$ cat config.mk
export PLATFORM = sky130hd
export DESIGN_NAME = dust_sensor_frame_parser_core
export DESIGN_NICKNAME = d
export VERILOG_FILES = /design/src/design/dsfp_pkg.sv /design/src/design/dust_sensor_frame_parser_core.sv /design/src/design/dsfp_parser.sv
export VERILOG_INCLUDE_DIRS = /design/src /design/src/design
export SDC_FILE = /design/constraint.sdc
export NUM_CORES = 1
export LEC_CHECK = 0
export ABC_CLOCK_PERIOD_IN_PS = 13780
export CORE_ASPECT_RATIO = 1.4
export CORE_MARGIN = 2
export CORE_UTILIZATION = 53
export DETAILED_ROUTE_END_ITERATION = 16
export DONT_BUFFER_PORTS = 1
export HOLD_SLACK_MARGIN = 0.05
export PLACE_DENSITY_LB_ADDON = 0.08
export SLEW_MARGIN = 30
export SYNTH_ARGS = -nofsm -noshare
export SYNTH_HDL_FRONTEND = slang
export SYNTH_SLANG_ARGS = --single-unit
export TNS_END_PERCENT = 100
$ cat constraint.sdc
create_clock -name clk -period 13.78 [get_ports clk]
set_input_delay 1.378 -clock clk [delete_from_list [all_inputs] [get_ports clk]]
set_output_delay 1.378 -clock clk [all_outputs]
set_load 0.02 [all_outputs]
$ cat src/design/dust_sensor_frame_parser_core_assert.svh
// Assertion macros shared by the parser RTL.
`ifndef DUST_SENSOR_FRAME_PARSER_CORE_ASSERT_SVH
`define DUST_SENSOR_FRAME_PARSER_CORE_ASSERT_SVH

// Same-cycle implication, checked outside reset.
`define DSFP_ASSERT_SAME(label, clk, rst_n, ante, cons) \
    label: assert property (@(posedge clk) disable iff (!rst_n) (ante) |-> (cons)) \
        else $error("dsfp assertion failed: same-cycle implication");

// Next-cycle implication, checked outside reset.
`define DSFP_ASSERT_NEXT(label, clk, rst_n, ante, cons) \
    label: assert property (@(posedge clk) disable iff (!rst_n) (ante) |=> (cons)) \
        else $error("dsfp assertion failed: next-cycle implication");

`endif

$ cat src/design/dsfp_pkg.sv
package dsfp_pkg;

    // Frame geometry
    localparam int MAX_FRAME_BYTES = 64;
    localparam int MIN_FRAME_BYTES = 18;
    localparam int FRAME_OVERHEAD  = 4;
    localparam int POS_W           = $clog2(MAX_FRAME_BYTES);
    localparam int TOTAL_W         = POS_W + 1;

    // Start bytes
    localparam logic [7:0] START_FIRST  = 8'h42;
    localparam logic [7:0] START_SECOND = 8'h4D;

    // PM capture window, offsets within the frame
    localparam int PM_FIRST_OFS = 10;
    localparam int PM_LAST_OFS  = 15;

    // Output tdata layout
    localparam int OUT_DATA_BITS = 16 * 3 + 2;
    localparam int OUT_TDATA_W   = ((OUT_DATA_BITS + 7) / 8) * 8;

    typedef enum logic [1:0] {
        STATUS_OK       = 2'd0,
        STATUS_CHECKSUM = 2'd1,
        STATUS_LENGTH   = 2'd2
    } status_t;

    typedef struct packed {
        logic [15:0] pm10_value;
        logic [15:0] pm2_5_value;
        logic [15:0] pm1_value;
        status_t     status;
    } result_t;

endpackage

$ cat src/design/dust_sensor_frame_parser_core.sv
// Channel   Dir  Contents
// s_axis    in   tdata[7:0] data_byte, one received serial byte per transaction
// m_axis    out  tdata: pm1_value, pm2_5_value, pm10_value, status (low bits up)
//
// Each accepted byte is held in the input register; the parser updates its
// state and forms any result from it combinationally, and a result is written
// to the output register when that byte is processed and is held there until taken.
// One byte per cycle is sustained while m_axis drains.
// Reset (rst_n low) returns the parser to hunting for the first start byte.
// A full output register not taken stalls the input register, which then
// deasserts s_axis_tready.
`include "dust_sensor_frame_parser_core_assert.svh"

module dust_sensor_frame_parser_core
(
    input  logic                                clk,
    input  logic                                rst_n,
    input  logic                                s_axis_tvalid,
    output logic                                s_axis_tready,
    input  logic [7:0]                          s_axis_tdata,   // [7:0] data_byte
    output logic                                m_axis_tvalid,
    input  logic                                m_axis_tready,
    // [15:0] pm1_value, [31:16] pm2_5_value, [47:32] pm10_value,
    // [49:48] status, [55:50] zero
    output logic [dsfp_pkg::OUT_TDATA_W-1:0]    m_axis_tdata
);

    logic                   in_valid_reg;
    logic [7:0]             in_byte_reg;
    logic                   out_valid_reg;
    dsfp_pkg::result_t      out_res_reg;
    logic                   proc_ok;
    logic                   step;
    logic                   res_valid;
    dsfp_pkg::result_t      res;

    // Byte in the input register may be processed when the result slot is free
    assign proc_ok       = !out_valid_reg || m_axis_tready;
    assign step          = in_valid_reg && proc_ok;
    assign s_axis_tready = !in_valid_reg || proc_ok;

    // Input register
    always_ff @(posedge clk or negedge rst_n)
    begin
        if (!rst_n)
        begin
            in_valid_reg <= 1'b0;
        end
        else if (s_axis_tready)
        begin
            in_valid_reg <= s_axis_tvalid;
        end
    end

    always_ff @(posedge clk)
    begin
        if (s_axis_tvalid && s_axis_tready)
        begin
            in_byte_reg <= s_axis_tdata;
        end
    end

    dsfp_parser u_parser
    (
        .clk       (clk),
        .rst_n     (rst_n),
        .step      (step),
        .data_byte (in_byte_reg),
        .res_valid (res_valid),
        .res       (res)
    );

    // Result register
    always_ff @(posedge clk or negedge rst_n)
    begin
        if (!rst_n)
        begin
            out_valid_reg <= 1'b0;
        end
        else if (step && res_valid)
        begin
            out_valid_reg <= 1'b1;
        end
        else if (m_axis_tready)
        begin
            out_valid_reg <= 1'b0;
        end
    end

    always_ff @(posedge clk)
    begin
        if (step && res_valid)
        begin
            out_res_reg <= res;
        end
    end

    assign m_axis_tvalid = out_valid_reg;
    assign m_axis_tdata  = {
        (dsfp_pkg::OUT_TDATA_W - dsfp_pkg::OUT_DATA_BITS)'(0),
        out_res_reg.status,
        out_res_reg.pm10_value,
        out_res_reg.pm2_5_value,
        out_res_reg.pm1_value
    };

    // Checks
    `DSFP_ASSERT_SAME(a_err_pm_zero, clk, rst_n,
        out_valid_reg && (out_res_reg.status != dsfp_pkg::STATUS_OK), m_axis_tdata[47:0] == 48'h0)
    `DSFP_ASSERT_SAME(a_status_legal, clk, rst_n, out_valid_reg, m_axis_tdata[49:48] != 2'b11)
    `DSFP_ASSERT_SAME(a_stall_cause, clk, rst_n, !s_axis_tready, out_valid_reg && !m_axis_tready)
    `DSFP_ASSERT_NEXT(a_accept_loads, clk, rst_n, s_axis_tvalid && s_axis_tready, in_valid_reg)

endmodule

$ cat src/design/dsfp_parser.sv
module dsfp_parser
(
    input  logic                clk,
    input  logic                rst_n,
    input  logic                step,
    input  logic [7:0]          data_byte,
    output logic                res_valid,
    output dsfp_pkg::result_t   res
);

    typedef enum logic [1:0] {
        PH_WAIT_FIRST  = 2'd0,
        PH_WAIT_SECOND = 2'd1,
        PH_IN_FRAME    = 2'd2
    } phase_t;

    localparam int POS_W   = dsfp_pkg::POS_W;
    localparam int TOTAL_W = dsfp_pkg::TOTAL_W;

    phase_t                 phase_reg, phase_next;
    logic [POS_W-1:0]       pos_reg, pos_next;
    logic [7:0]             len_hi_reg, len_hi_next;
    logic [TOTAL_W-1:0]     total_reg, total_next;
    logic [15:0]            sum_reg, sum_next;
    logic [15:0]            pm_reg [3];
    logic [15:0]            pm_next [3];
    logic [7:0]             check_hi_reg, check_hi_next;

    logic [TOTAL_W-1:0]     pos_plus2;
    logic [16:0]            len_ext;
    logic [15:0]            check_full;
    logic [POS_W-1:0]       pm_rel;
    logic [1:0]             pm_idx;
    logic                   in_pm_window;
    logic                   status_ok;
    dsfp_pkg::status_t      status_c;

    assign pos_plus2    = {1'b0, pos_reg} + TOTAL_W'(2);
    assign len_ext      = {1'b0, len_hi_reg, data_byte};
    assign check_full   = {check_hi_reg, data_byte};
    assign pm_rel       = pos_reg - POS_W'(dsfp_pkg::PM_FIRST_OFS);
    assign pm_idx       = pm_rel[2:1];
    assign in_pm_window = (pos_reg >= POS_W'(dsfp_pkg::PM_FIRST_OFS))
                       && (pos_reg <= POS_W'(dsfp_pkg::PM_LAST_OFS));

    // Per-byte state update and result
    always_comb
    begin
        phase_next    = phase_reg;
        pos_next      = pos_reg;
        len_hi_next   = len_hi_reg;
        total_next    = total_reg;
        sum_next      = sum_reg;
        pm_next       = pm_reg;
        check_hi_next = check_hi_reg;
        res_valid     = 1'b0;
        status_c      = dsfp_pkg::STATUS_OK;

        unique case (phase_reg)
            PH_WAIT_SECOND:
            begin
                if (data_byte == dsfp_pkg::START_SECOND)
                begin
                    phase_next = PH_IN_FRAME;
                    pos_next   = POS_W'(2);
                    sum_next   = 16'(dsfp_pkg::START_FIRST) + 16'(dsfp_pkg::START_SECOND);
                end
            end
            PH_IN_FRAME:
            begin
                priority if (pos_reg == POS_W'(2))
                begin
                    len_hi_next = data_byte;
                    sum_next    = sum_reg + 16'(data_byte);
                    pos_next    = POS_W'(3);
                end
                else if (pos_reg == POS_W'(3))
                begin
                    sum_next = sum_reg + 16'(data_byte);
                    if (len_ext < 17'(dsfp_pkg::MIN_FRAME_BYTES - dsfp_pkg::FRAME_OVERHEAD)
                        || len_ext > 17'(dsfp_pkg::MAX_FRAME_BYTES - dsfp_pkg::FRAME_OVERHEAD))
                    begin
                        res_valid  = 1'b1;
                        status_c   = dsfp_pkg::STATUS_LENGTH;
                        phase_next = PH_WAIT_FIRST;
                        pos_next   = '0;
                    end
                    else
                    begin
                        total_next = TOTAL_W'(len_ext + 17'(dsfp_pkg::FRAME_OVERHEAD));
                        pos_next   = POS_W'(4);
                    end
                end
                else if (pos_plus2 < total_reg)
                begin
                    sum_next = sum_reg + 16'(data_byte);
                    if (in_pm_window)
                    begin
                        if (!pos_reg[0])
                            pm_next[pm_idx] = {data_byte, 8'h00};
                        else
                            pm_next[pm_idx] = pm_reg[pm_idx] | 16'(data_byte);
                    end
                    pos_next = pos_reg + POS_W'(1);
                end
                else if (pos_plus2 == total_reg)
                begin
                    check_hi_next = data_byte;
                    pos_next      = pos_reg + POS_W'(1);
                end
                else
                begin
                    res_valid  = 1'b1;
                    status_c   = (check_full == sum_reg) ? dsfp_pkg::STATUS_OK
                                                         : dsfp_pkg::STATUS_CHECKSUM;
                    phase_next = PH_WAIT_FIRST;
                    pos_next   = '0;
                end
            end
            default:
            begin
                // Wait for first start byte; unused code behaves the same
                if (data_byte == dsfp_pkg::START_FIRST)
                begin
                    phase_next = PH_WAIT_SECOND;
                    pos_next   = POS_W'(1);
                end
            end
        endcase
    end

    // PM values go out only on a good frame
    assign status_ok       = (status_c == dsfp_pkg::STATUS_OK);
    assign res.status      = status_c;
    assign res.pm1_value   = status_ok ? pm_reg[0] : 16'h0000;
    assign res.pm2_5_value = status_ok ? pm_reg[1] : 16'h0000;
    assign res.pm10_value  = status_ok ? pm_reg[2] : 16'h0000;

    // Parser state
    always_ff @(posedge clk or negedge rst_n)
    begin
        if (!rst_n)
        begin
            phase_reg    <= PH_WAIT_FIRST;
            pos_reg      <= '0;
            len_hi_reg   <= '0;
            total_reg    <= '0;
            sum_reg      <= '0;
            pm_reg[0]    <= '0;
            pm_reg[1]    <= '0;
            pm_reg[2]    <= '0;
            check_hi_reg <= '0;
        end
        else if (step)
        begin
            phase_reg    <= phase_next;
            pos_reg      <= pos_next;
            len_hi_reg   <= len_hi_next;
            total_reg    <= total_next;
            sum_reg      <= sum_next;
            pm_reg       <= pm_next;
            check_hi_reg <= check_hi_next;
        end
    end

endmodule

# Word-level counts from Yosys, hierarchy flattened
# Cells that the tools add are included.
[totals]
out_inout_bits = 58
word_cells = 113
ff_bits = 155
[op_classes]
n_addsub = 5
n_reduce_logical = 21
mux = 44
n_eq_ne = 14
magnitude_cmp = 7
bitwise = 6
[op_table]
columns = ["cell", "n"]
rows = [
  ["16-bit two-way mux", 7],
  ["48-bit bitwise mux", 2],
  ["48-bit two-way mux", 1],
  ["6-bit two-way mux", 6],
  ["16-bit binary-select mux with 2-bit select", 1],
  ["16-bit demux with 2-bit select", 1],
  ["16-bit one-hot mux with 2 select lines", 1],
  ["2-bit two-way mux", 13],
  ["16-bit by 8-bit adder with 16-bit output", 1],
  ["16-bit == test", 1],
  ["8-bit by 7-bit == test with 1-bit output (second input constant)", 2],
  ["16-bit by 6-bit > comparator with 1-bit output (second input constant)", 1],
  ["16-bit by 4-bit less-than comparator with 1-bit output (second input constant)", 1],
  ["16-bit by 8-bit OR with 16-bit output", 1],
  ["6-bit by 2-bit == test with 1-bit output (second input constant)", 2],
  ["6-bit one-hot mux with 2 select lines", 1],
  ["6-bit AND reduction", 2],
  ["1-bit two-way mux", 9],
  ["6-bit by 2-bit adder with 7-bit output (second input constant)", 1],
  ["7-bit by 3-bit adder with 7-bit output (second input constant)", 1],
  ["7-bit == test", 1],
  ["7-bit less-than comparator", 1],
  ["7-bit AND reduction", 1],
  ["6-bit by 1-bit adder with 6-bit output (second input constant)", 1],
  ["25 further kinds", 38],
]

# Depth between registers and ports, before layout
# Gate-level depths: netlist (run 1).
[depth]
word_depth = 9
mapped_depth = 16
ltp_nobuf = 10

# Hierarchy
# From an unflattened synthesis (run 1), not the netlist that was laid out.
[hier_totals]
hier_cells = 634
hier_area_um2 = 7577.3
[modules_own_cells]
columns = ["mod", "instances", "area_per_inst_um2", "cells_each", "seq_area_each_um2"]
rows = [
  ["dsfp_parser", 1, 5675.4, 559, 2377.3],
  ["dust_sensor_frame_parser_core", 1, 1901.8, 75, 1791.7],
]

# Worst setup path before layout (run 1)
# No wires, ideal clock.
[synth_path]
path_kind = "register -> register"
startpoint = "register u_parser.pos_reg[1]"
endpoint = "register out_res_reg (netlist bit m_axis_tdata[0]), enable pin"
setup_time_ns = 0.464
n_path_buf = 4
stages_incl_launch_ff = 14
arrival_time_ns = 5.324
required_ns = 13.316
setup_slack_ns = 7.992
cell_sequence = "dfrtp_1 -> clkbuf_1 -> clkbuf_1 -> inv_1 -> ha_1 -> clkbuf_1 -> buf_1 -> inv_1 -> ha_1 -> nand3b_1 -> a21oi_1 -> nor2_2 -> o21ba_2 -> nor2b_1"
[synth_between]
elab_chain_cells = 8
[synth_lines]
columns = ["item", "line_no", "rtl"]
rows = [
  ["start, declared", "dsfp_parser.sv:21", "logic [POS_W-1:0] pos_reg, pos_next;"],
  ["start signal, assigned", "dsfp_parser.sv:157", "pos_reg <= pos_next;"],
  ["branches (longest 5 deep; another with 6-bit by 2-bit adder with 7-bit output)", "n/a", ""],
  ["1-bit two-way mux *", "dsfp_parser.sv:71", "priority if (pos_reg == POS_W'(2))"],
  ["1-bit two-way mux *", "dsfp_parser.sv:59", "unique case (phase_reg)"],
  ["1-bit logical AND *", "dust_sensor_frame_parser_core.sv:92", "if (step && res_valid)"],
  ["end signal, assigned", "dust_sensor_frame_parser_core.sv:94", "out_res_reg <= res;"],
  ["end, declared", "dust_sensor_frame_parser_core.sv:31", "dsfp_pkg::result_t out_res_reg;"],
]
# Mark *: on every way between the ends.
# A chain may end at the register's enable or synchronous reset.

# Final worst setup path (run 1)
[layout_path]
startpoint = "register u_parser.pos_reg[2]"
endpoint = "register u_parser.pm_reg[32] (netlist bit)"
[layout_between]
elab_chain_cells = 8
[layout_lines]
columns = ["item", "line_no", "rtl"]
rows = [
  ["3-bit by 2-bit subtractor with 3-bit output", "dsfp_parser.sv:41", "assign pm_rel = pos_reg - POS_W'(dsfp_pkg::PM_FIRST_OFS);"],
  ["2-bit NOT with 3-bit output (not written as such)", "dsfp_parser.sv:100, dsfp_parser.sv:102", ""],
  ["3-bit >= comparator (not written as such) (tied with other cells)", "dsfp_parser.sv:100, dsfp_parser.sv:102", ""],
  ["1-bit logical AND (not written as such) / 16-bit two-way mux (equally long branches)", "dsfp_parser.sv:100, dsfp_parser.sv:102", ""],
  ["16-bit two-way mux, on equally long branches", "dsfp_parser.sv:100, dsfp_parser.sv:102", ""],
  ["16-bit demux with 2-bit select / 16-bit by 8-bit OR with 16-bit output (equally long branches)", "dsfp_parser.sv:100, dsfp_parser.sv:102", ""],
  ["48-bit bitwise mux, on equally long branches", "dsfp_parser.sv:100, dsfp_parser.sv:102", ""],
  ["48-bit two-way mux", "dsfp_parser.sv:99", "if (!pos_reg[0])"],
  ["end signal, assigned", "dsfp_parser.sv:161", "pm_reg <= pm_next;"],
  ["end, declared", "dsfp_parser.sv:25", "logic [15:0] pm_reg [3];"],
]
# Parallel ways exist; a longest one is shown, timed or not. The select of a mux whose other input is x is not followed.

==> results of run 1 <==
==> stage by stage <==
stage                     cells  area [µm²]
final                       805        8240
after floorplan             623        7570
after global placement      774        7640
after detailed placement    774        7650
after global routing        805        8240
after CTS                   805        8240
==> where the power goes <==
| group | internal, mW | total, mW | switching [mW] |
|---|---|---|---|
| clock network | 0.271 | 0.466 | 0.195 |
| registers | 0.562 | 0.629 | 0.0668 |
| logic | 0.186 | 0.440 | 0.255 |
| total | 1.02 | 1.53 | 0.517 |
==> cells by family after synthesis <==
family | count (synthesis)
other | 1
adder cells (fa/ha/maj) | 26
flip-flops | 155
AND/OR/NAND/NOR | 184
buffers and inverters | 56
multiplexers | 81
XOR/XNOR | 23
AO/OA/AOI/OAI | 92
==> critical path: stages (launching register included) <==
cell	delay (ns)
dfrtp_1	0.51
ha_1	0.90
inv_1	0.12
ha_1	0.34
a21oi_1	0.14
a21oi_1	0.10
nor2_2	0.40
and3_1	0.27
and2_1	0.72
mux2_2	0.42
==> worst paths after layout <==
check                                                     to  slack, ns  depth (start not counted)
setup / recovery             u_parser.pm_reg[32]$_DFFE_PN0P_       9.73                          9
hold / removal               u_parser.sum_reg[2]$_DFFE_PN0P_       0.49                          1
setup reg to reg             u_parser.pm_reg[32]$_DFFE_PN0P_       9.73                          9
hold reg to reg              u_parser.sum_reg[2]$_DFFE_PN0P_       0.49                          1
max in group asynchronous  u_parser.phase_reg[0]$_DFFE_PN0P_      12.98                          0
min in group asynchronous    u_parser.sum_reg[4]$_DFFE_PN0P_       0.65                          0
==> cells in the final DEF (no fill, tap or decap), types with 10 or more instances in the layout <==
cell,netlist,final
edfxtp_1,58,58
o21ai_0,22,22
and2_1,55,55
mux2_2,78,78
nand2_1,33,33
ha_1,25,25
xnor2_1,11,11
a221oi_1,16,16
a21oi_1,14,14
inv_1,18,18
nor2_1,32,30
dfrtp_1,97,97
xor2_1,12,12
clkbuf_16,0,17
nand3_1,10,10
==> Yosys cell counts (4+ instances only) <==
master / number
a21oi_1: 14
o2111ai_1: 4
or3_1: 6
o21ai_0: 22
buf_2: 10
xnor2_1: 11
nor4_1: 9
and2_1: 55
buf_4: 7
mux2_2: 78
edfxtp_1: 58
ha_1: 25
inv_1: 18
nor3_1: 6
nand2_1: 33
dfrtp_1: 97
nor2b_1: 5
a21o_1: 6
and3_1: 7
nand4_1: 5
xor2_1: 12
clkbuf_1: 15
a221oi_1: 16
nand3_1: 10
nor2_1: 32
==> area by class of cell <==
type,count,share of cell area
clock buffers,17,0.0516
clock inverters,14,0.0197
inverters,18,0.00820
multi-input cells,412,0.383
flip-flops and latches,155,0.506
well taps,185,0.0281
repair buffers,4,0.00365
==> metal layers <==
layer / wire, µm / GRT usage / vias to the layer above
li1: - / - / 2209
met1: 6510 / 0.268 / 2273
met2: 8030 / 0.365 / 94
met3: 483 / 0.0373 / 14
met4: 178 / 0.0680 / 0
met5: 0 / 0 / -
==> impl_results.md, run 1 <==
- Largest net degree at the start of global routing: 98
- Post-CTS Resized: 0
- Leak Pwr: 3.60 nW
- GRT Overall Usage: 0.211
- Gpl congestion: 0.920
- Main synth FF type: dfrtp_1
- Final core utilization: 0.592
- Synth Cell Area: 7560 µm²
- Pwr Total: 1.53 mW
- Crit start category: flip-flop
- TritonRoute pass-1 iters: 5
- VDD IR max: 0.0971 mV
- Sequential Area: 4170 µm²
- Synthesized area per cell: 12.2 µm²
- Nature of the critical path endpoint: flip-flop
- Synth top area cells: dfrtp_1 (32%), edfxtp_1 (23%), mux2_2 (12%)
- Synth warn: 0
- CP Launch Point: u_parser.pos_reg[2]$_DFFE_PN0P_
- CP max FO: 18
- Drt drc: 0
- Core area: 13900 µm²
- Post-CTS Setup Bufs: 0
- CP required: 14.08 ns
- Global-route wire length before repair: 25.3 mm
- Worst slew pin tran: 0.890 ns
- Skew-Pair Late Insertion Delay: 0.42 ns
- Post-synthesis mux area share: 0.120
- Slew margin rel.: 0.407
- FF+latch count, synth: 155
- Setup ws final: 9.73 ns
- Total die area: 15200 µm²
- Fillers: 1192
- Result of the run: complete, no violations
- P&R area growth vs syn: 9.01%
- Fmax: 0.247 GHz
- Fin nets: 646
- Synth area leader: dfrtp_1
- Post-synthesis adder-cell area fraction: 0.0440
- Setup violations, final: 0
- IO Pins: 70
- Multi-input gate area: 3150 µm²
- Hold_buf cts: 0
- Largest family of logic cells by synthesized area: simple AND/OR/NAND/NOR gates
- Final Hold Vio Count: 0
- Total inserted antenna cells: 0
- Compound-Gate Fraction of Synth Area: 0.0879
- Initial core utilization: 0.543
- Antenna-violating nets left: 0
- DR vias: 4590
- Pwr dens: 186 nW/µm²
- Post-Synth XOR/XNOR Area: 0.0267
- Post-synth EDFFs: 58
- DRT Wirelength: 15.2 mm
- Initial antenna violation count: 0
- Hold Startpoint: u_parser.sum_reg[2]$_DFFE_PN0P_
- Slew Viols, Final: 0
- TritonCTS buffer count: 17
- Worst hold margin: 0.488 ns
- Max reg flops: 50
- Die Span X: 105 µm
- Number of I/O port buffers: 0
- H-tree depth: 4
- Vert. Die Dim: 145 µm
- Clk slew on worst S/H paths: 0.07 ns
- Clock Skew: 0.00959 ns
- Vias in the first global route: 4789
- Asr flop ratio synth: 0.626
- Crit path kind: reg2reg
- Register area share after synthesis: 0.552
- Post-synth top area share: 0.321
- Final period util: 0.294
- Reg-to-reg startpoint: u_parser.pos_reg[2]$_DFFE_PN0P_
- Placed wire-length estimate: 10.4 mm
- Syn Inst Count: 618
- Class of the worst hold path: reg2reg
- WL/cell: 18.9 µm
- Iteration-0 DRC Markers: 153
- TNS Setup: 0 ns
- Crit path time final: 4.05 ns
- CTS Buffer Depth: 2
- Max Cap Viol: 0
- Distinct cells, synth: 62
- Setup WS pre-CTS: 9.73 ns
- Remaining Overflow, GRT: 0
- Worst path arrival time: 4.35 ns
- Clk root buf: clkbuf_16
- Vias per inst: 5.70
- Unrepaired setup endpoints after global routing: no
- FP Rows: 51
- Simple-gate area share of the yosys netlist: 0.132
- Layout cells sized above 1: 0.208
- Clk sinks: 155
- CTS tree: done
Note: power is estimated with default switching activity, not from simulation.
==> run 2: changes to the inputs <==
--- a/config.mk
+++ b/config.mk
@@ -6,7 +6,7 @@
 export SDC_FILE = /design/constraint.sdc
 export NUM_CORES = 1
 export LEC_CHECK = 0
-export ABC_CLOCK_PERIOD_IN_PS = 13780
+export ABC_CLOCK_PERIOD_IN_PS = 3600
 export CORE_ASPECT_RATIO = 1.4
 export CORE_MARGIN = 2
 export CORE_UTILIZATION = 53
==> constraint.sdc (replaced) <==
create_clock -name clk -period 3.6 [get_ports clk]
set_input_delay 0.36 -clock clk [delete_from_list [all_inputs] [get_ports clk]]
set_output_delay 0.36 -clock clk [all_outputs]
set_load 0.02 [all_outputs]
==> run 2 against run 1 <==
  * Clock power rose to 3.6 times the previous value
  * Die area stayed put
  * Combinational power grew to 4.1 times the previous value
  * Register-to-register slack worse by 9.1 ns
  * Fmax up 35%
  * Via count increased by 4.1%
  * Setup slack lost 9.1 ns
  * Cell area grew 2.8%
  * Cell count rose by 3.5%
  * Sequential power rose to 3.8 times the previous value
  * Clock skew grew 0.0012 ns
  * Largest cell class unchanged
  * Highest routed layer unchanged
==> impl_results.md, run 2 (synthesis results as in run 1) <==
- Result of the run: complete, no violations
- Hold_buf cts: 11 (+11)
- DRT Wirelength: 15.4 mm (+1.5%)
- TritonRoute pass-1 iters: 4 (-1)
- CP max FO: 16 (-2)
- Unrepaired setup endpoints after global routing: no
- Hold Startpoint: m_axis_tready
- FP Rows: 51 (unchanged)
- Commonest cells after routing, fill and taps aside: dfrtp_1 (96), mux2_2 (78), edfxtp_1 (58), and2_1 (55), nand2_1 (33)
- Worst path arrival time: 3.30 ns (-1.05 ns)
- Setup violations, final: 0 (unchanged)
- Flop-to-flop setup slack: 0.59 ns (-9.14 ns)
- Class of the worst hold path: in2reg
- Slew Viols, Final: 0 (unchanged)
- Hold Crit Endpoint: m_axis_tvalid$_DFFE_PN0P_
- CTS Buffer Depth: 2 (unchanged)
- IO Pins: 70 (unchanged)
- Die Span X: 105 µm (unchanged)
- Max Cap Viol: 0 (unchanged)
- RR Endpoint: u_parser.pm_reg[13]$_DFFE_PN0P_
- Largest net degree at the start of global routing: 98 (unchanged)
- Total inserted antenna cells: 0 (unchanged)
- Placed wire-length estimate: 10.5 mm (+1.6%)
- Commonest non-fill, non-tap cell in the layout: dfrtp_1
- Initial antenna violation count: 0 (unchanged)
- CP required: 3.89 ns (-10.19 ns)
- Fmax: 0.332 GHz (+35%)
- TNS Setup: 0 ns (unchanged)
- Clock Skew: 0.0108 ns (+0.00118 ns)
- Remaining Overflow, GRT: 0 (unchanged)
- Vias in the first global route: 4943 (+3.2%)
- Slew margin rel.: 0.612 (+0.205)
- Gpl congestion: 0.855 (-7.0%)
- VDD IR max: 0.383 mV (+290%)
- DR vias: 4780 (+4.1%)
- Max reg flops: 50 (unchanged)
- Crit path time final: 3.01 ns (-1.04 ns)
- Final Hold Vio Count: 0 (unchanged)
- Number of I/O port buffers: 0 (unchanged)
- GRT Overall Usage: 0.215 (+0.00376)
- Post-CTS Resized: 0 (unchanged)
- TritonCTS buffer count: 17 (unchanged)
- Drt drc: 0 (unchanged)
- Initial core utilization: 0.543 (unchanged)
- Reg-to-reg startpoint: u_parser.pos_reg[2]$_DFFE_PN0P_
- Crit start category: flip-flop
- Nature of the critical path endpoint: flip-flop
- Pwr dens: 697 nW/µm² (+270%)
- Hold Path Stages: 2 (+1)
- Skew-Pair Late Insertion Delay: 0.42 ns (about the same)
- WL/cell: 18.5 µm (-1.9%)
- P&R area growth vs syn: 12.1%
- Clk slew on worst S/H paths: 0.07 ns (about the same)
- R2R cell count: 12 (+3)
- Vert. Die Dim: 145 µm (unchanged)
- Fin nets: 674 (+4.3%)
- CTS tree: done
- Worst slew pin tran: 0.579 ns (-0.310 ns)
- Clk sinks: 155 (unchanged)
- Vias per inst: 5.74 (+0.64%)
- Leak Pwr: 3.72 nW (+3.4%)
- Final core utilization: 0.609 (+0.0168)
- Core area: 13900 µm² (unchanged)
- Post-CTS Setup Bufs: 0 (unchanged)
- Global-route wire length before repair: 25.7 mm (+1.7%)
- Iteration-0 DRC Markers: 209 (+37%)
- Layout cells sized above 1: 0.224 (+0.0157)
- Antenna-violating nets left: 0 (unchanged)
- Crit path kind: reg2reg
- Final period util: 0.836 (+0.542)
- H-tree depth: 4 (unchanged)
- Total die area: 15200 µm² (unchanged)
- Clk root buf: clkbuf_16
[run 2: how the worst max path moves through the flow]
stage	startpoint	end	slack (ns)	cells past startpoint
CTS	u_parser.pos_reg[2]$_DFFE_PN0P_	u_parser.pm_reg[1]$_DFFE_PN0P_	0.59	12
finish	u_parser.pos_reg[2]$_DFFE_PN0P_	u_parser.pm_reg[13]$_DFFE_PN0P_	0.59	12
global placement	u_parser.pos_reg[2]$_DFFE_PN0P_	u_parser.pm_reg[35]$_DFFE_PN0P_	0.66	12
detailed placement	u_parser.pos_reg[2]$_DFFE_PN0P_	m_axis_tdata[42]$_SDFFCE_PP0P_	0.60	11
floorplan	u_parser.pos_reg[1]$_DFFE_PN0P_	m_axis_tdata[0]$_SDFFCE_PP0P_	0.01	13
global route	u_parser.pos_reg[2]$_DFFE_PN0P_	m_axis_tdata[5]$_SDFFCE_PP0P_	0.31	11
[run 2: metal layers]
| layer | up-vias | part of all wire | GRT usage |
|---|---|---|---|
| met3 | 30 | 0.036 | 0.0476 |
| li1 | 2252 | - | - |
| met5 | - | 0 | 0 |
| met2 | 120 | 0.51 | 0.364 |
| met4 | 0 | 0.023 | 0.0847 |
| met1 | 2378 | 0.43 | 0.266 |
[run 2: layout make-up]
cell class                      count  area [µm²]
Clock inverter                     14         136
Inverter                           18        67.6
Multi-Input combinational cell    412        3140
Sequential cell                   155        4170
Clock buffer                       17         425
Timing Repair Buffer               32         298
Fill cell                        1166        5440
Tap cell                          185         231
[run 2: where the power goes]
group,switching [mW],internal [mW]
sequential,0.237,2.15
clock,0.742,0.963
combinational,1.04,0.771
total,2.02,3.89
[run 2: through the flow]
stage	total power, mW	hold slack, ns	cells	worst slack [ns]	instance area, µm²
floorplan	3.77	0.0644	623	0.0113	7600
CTS	5.95	0.210	833	0.593	8470
finish	5.91	0.226	833	0.590	8470
global placement	4.13	0.0668	791	0.664	7780
detailed placement	4.19	0.0666	791	0.599	7780
global route	6.28	0.262	833	0.306	8470
[run 2: worst max-delay path: stages (launching register included)]
cell and delay [ns]:
dfrtp_1 0.54, ha_1 0.27, nand3_1 0.11, xnor2_1 0.15, ha_1 0.29, nand4_1 0.10, a21oi_1 0.08, nor2_2 0.13
buf_4 0.19, and3_1 0.21, and2_1 0.13, buf_4 0.27, mux2_2 0.38
==> run 3: changes to the inputs <==
--- a/config.mk
+++ b/config.mk
@@ -6,7 +6,8 @@
 export SDC_FILE = /design/constraint.sdc
 export NUM_CORES = 1
 export LEC_CHECK = 0
-export ABC_CLOCK_PERIOD_IN_PS = 3600
+export ABC_AREA = 1
+export ABC_CLOCK_PERIOD_IN_PS = 2700
 export CORE_ASPECT_RATIO = 1.4
 export CORE_MARGIN = 2
 export CORE_UTILIZATION = 53
==> constraint.sdc (replaced) <==
create_clock -name clk -period 2.7 [get_ports clk]
set_input_delay 0.27 -clock clk [delete_from_list [all_inputs] [get_ports clk]]
set_output_delay 0.27 -clock clk [all_outputs]
set_load 0.02 [all_outputs]
==> run 3 against run 2 <==
  * Global-route usage is 1.8 points higher
  * Cell area is 7.8% higher
  * Flip-flop and latch count stayed put
==> impl_results.md, run 3 <==
- Result of the run: complete, no violations
- Number of I/O port buffers: 0 (unchanged)
- Drt drc: 0 (unchanged)
- Distinct cells, synth: 42 (-32%)
- Total inserted antenna cells: 0 (unchanged)
- Synth area leader: dfrtp_1
- Final Hold Vio Count: 0 (unchanged)
- Main synth FF type: dfrtp_1
- Clk sinks: 155 (unchanged)
- CTS Buffer Depth: 2 (unchanged)
- Skew-Pair Late Insertion Delay: 0.43 ns (about the same)
- Cell area after layout: 9130 µm² (+7.8%)
- Syn Inst Count: 929 (+50%)
- Nature of the critical path endpoint: flip-flop
- TritonCTS buffer count: 17 (unchanged)
- Setup violations, final: 0 (unchanged)
- VDD IR max: 0.416 mV (+8.6%)
- Leak Pwr: 4.25 nW (+14%)
- Placed cell area: 8300 µm² (+6.6%)
- Unrepaired setup endpoints after global routing: no
- GRT Overall Usage: 0.233 (+0.0184)
- Largest net degree at the start of global routing: 98 (unchanged)
- Class of the worst hold path: in2reg
- Vias in the first global route: 5833 (+18%)
- WL/cell: 15.6 µm (-16%)
- H-tree depth: 4 (unchanged)
- Post-synth top area share: 0.303 (-0.0183)
- FF+latch count, synth: 155 (unchanged)
- Antenna-violating nets left: 0 (unchanged)
- Global-route wire length before repair: 29.0 mm (+13%)
- Synthesized area per cell: 8.63 µm² (-29%)
- TritonRoute pass-1 iters: 5 (+1)
- Worst slew pin tran: 0.607 ns (+0.0271 ns)
- Worst hold margin: 0.0927 ns (-0.133 ns)
- Initial core utilization: 0.537 (-0.00615)
- Crit path time final: 2.54 ns (-0.472 ns)
- Max reg flops: 50 (unchanged)
- FP Rows: 53 (+3.9%)
- Synth Cell Area: 8010 µm² (+6.0%)
- Pwr dens: 815 nW/µm² (+17%)
- Layout cells sized above 1: 0.108 (-0.116)
- Count leader, synth: nand2_1
- Vert. Die Dim: 149 µm (+2.9%)
- Placed wire-length estimate: 12.2 mm (+16%)
- P&R area growth vs syn: 13.9%
- Fmax: 0.394 GHz (+19%)
- Setup WS pre-CTS: 0.0997 ns (-0.499 ns)
- Slew margin rel.: 0.593 (-0.0181)
- CP required: 2.84 ns (-1.05 ns)
- Clock Skew: 0.0130 ns (+0.00223 ns)
- Final core utilization: 0.612 (+0.00290)
- Total die area: 16100 µm² (+5.8%)
- Gpl congestion: 0.857 (+0.18%)
- Initial antenna violation count: 0 (unchanged)
- IO Pins: 70 (unchanged)
- Commonest non-fill, non-tap cell in the layout: nand2_1
- Synth warn: 0 (unchanged)
- Setup ws final: 0.162 ns (-0.428 ns)
- Clk root buf: clkbuf_16
- CP max FO: 13 (-3)
- Core area: 14900 µm² (+7.3%)
- Remaining Overflow, GRT: 0 (unchanged)
- Vias per inst: 5.17 (-9.9%)
- Commonest cells in the netlist: nand2_1 (191), inv_1 (167), o21ai_0 (105)
- Crit start category: flip-flop
- Slew Viols, Final: 0 (unchanged)
- Asr flop ratio synth: 0.626 (unchanged)
- Fin nets: 989 (+47%)
- Crit path kind: reg2reg
- Post-synth EDFFs: 58 (unchanged)
- Max Cap Viol: 0 (unchanged)
- Iteration-0 DRC Markers: 276 (+32%)
- Commonest cells after routing, fill and taps aside: nand2_1 (187), inv_1 (166), o21ai_0 (105), dfrtp_1 (96), nor2_1 (70)
- CTS tree: done
- DR vias: 5973 (+25%)
- Die Span X: 108 µm (+2.9%)
- Register area share after synthesis: 0.520 (-0.0314)
- Synth top area cells: dfrtp_1 (30%), edfxtp_1 (22%), nand2_1 (8.9%)
- DRT Wirelength: 18.0 mm (+17%)
- Worst path arrival time: 2.67 ns (-0.63 ns)
- Final period util: 0.940 (+0.104)
- Clk slew on worst S/H paths: 0.07 ns (about the same)
-- run 3: per-stage QoR --
stage | setup TNS, ns | power (mW) | std cells
after floorplan | -22.96 | 4.47 | 934
after global placement | 0 | 4.90 | 1109
after detailed placement | 0 | 4.95 | 1109
after CTS | 0 | 7.46 | 1151
after global routing | 0 | 7.88 | 1155
final | 0 | 7.44 | 1155
-- run 3: layer usage --
metal / vias to the layer above / global-route usage / routed length, µm
met5: - / 0 / 0
met2: 148 / 0.404 / 9330
met1: 2818 / 0.289 / 7650
met4: 0 / 0.0853 / 405
met3: 29 / 0.0431 / 625
li1: 2978 / - / -
-- run 3: path summary, 6_finish.rpt --
path | start | endpoint | slack [ns] | depth (start not counted)
max in group asynchronous | rst_n | u_parser.pm_reg[15]$_DFFE_PN0P_ | 1.84 | 2
max | u_parser.pos_reg[1]$_DFFE_PN0P_ | m_axis_tdata[49]$_DFFE_PP_ | 0.16 | 15
min reg2reg | u_parser.len_hi_reg[4]$_DFFE_PN0P_ | u_parser.len_hi_reg[4]$_DFFE_PN0P_ | 0.49 | 2
max reg2reg | u_parser.pos_reg[1]$_DFFE_PN0P_ | m_axis_tdata[49]$_DFFE_PP_ | 0.16 | 15
min in group asynchronous | rst_n | u_parser.pm_reg[20]$_DFFE_PN0P_ | 0.41 | 2
min | m_axis_tready | m_axis_tvalid$_DFFE_PN0P_ | 0.09 | 3
-- run 3: repair_timing --
item / in CTS / in global routing
setup buffers: 0 / 1
hold buffers: 11 / 0
setup endpoints to repair: 0 / 66
gates resized for setup: 0 / 6
endpoints found under the hold margin: 106 / 0
-- run 3: cell families after synthesis --
family                     Yosys count  share of synthesized area
DFF                                155                      0.520
AOI/OAI and AO/OA                  174                      0.113
adders and majority gates           26                     0.0415
and+or+nand+nor                    344                      0.195
buffers and inverters              213                      0.113
xor gates and xnor gates            16                     0.0175
other                                1                   0.000468
-- run 3: critical path, stage by stage, from the launching register on --
cell and delay (ns):
dfrtp_2 0.41, ha_1 0.23, nand2_1 0.08, nor2_1 0.05, xor2_1 0.14, ha_1 0.27, nand2_1 0.08, a21oi_2 0.12
nor2_1 0.06, nand2_2 0.10, nand2_2 0.09, nand2_4 0.10, nand2_2 0.09, nor2_4 0.11, buf_12 0.14, clkbuf_16 0.17
-- run 3: final cells by class --
| class | count | area (µm²) |
|---|---|---|
| clock buffers | 17 | 425 |
| clock inverters | 14 | 176 |
| fillers | 1293 | 5790 |
| inverters | 175 | 664 |
| multi-input cells | 566 | 3010 |
| flip-flops and latches | 155 | 4170 |
| well taps | 192 | 240 |
| repair buffers | 36 | 440 |
-- run 3: where the power goes --
| part | internal (mW) | leakage, nW | switching, mW |
|---|---|---|---|
| combinational | 0.706 | 2.15 | 1.37 |
| sequential | 2.72 | 1.80 | 0.208 |
| clock | 1.40 | 0.292 | 1.04 |
| total | 4.82 | 4.25 | 2.62 |
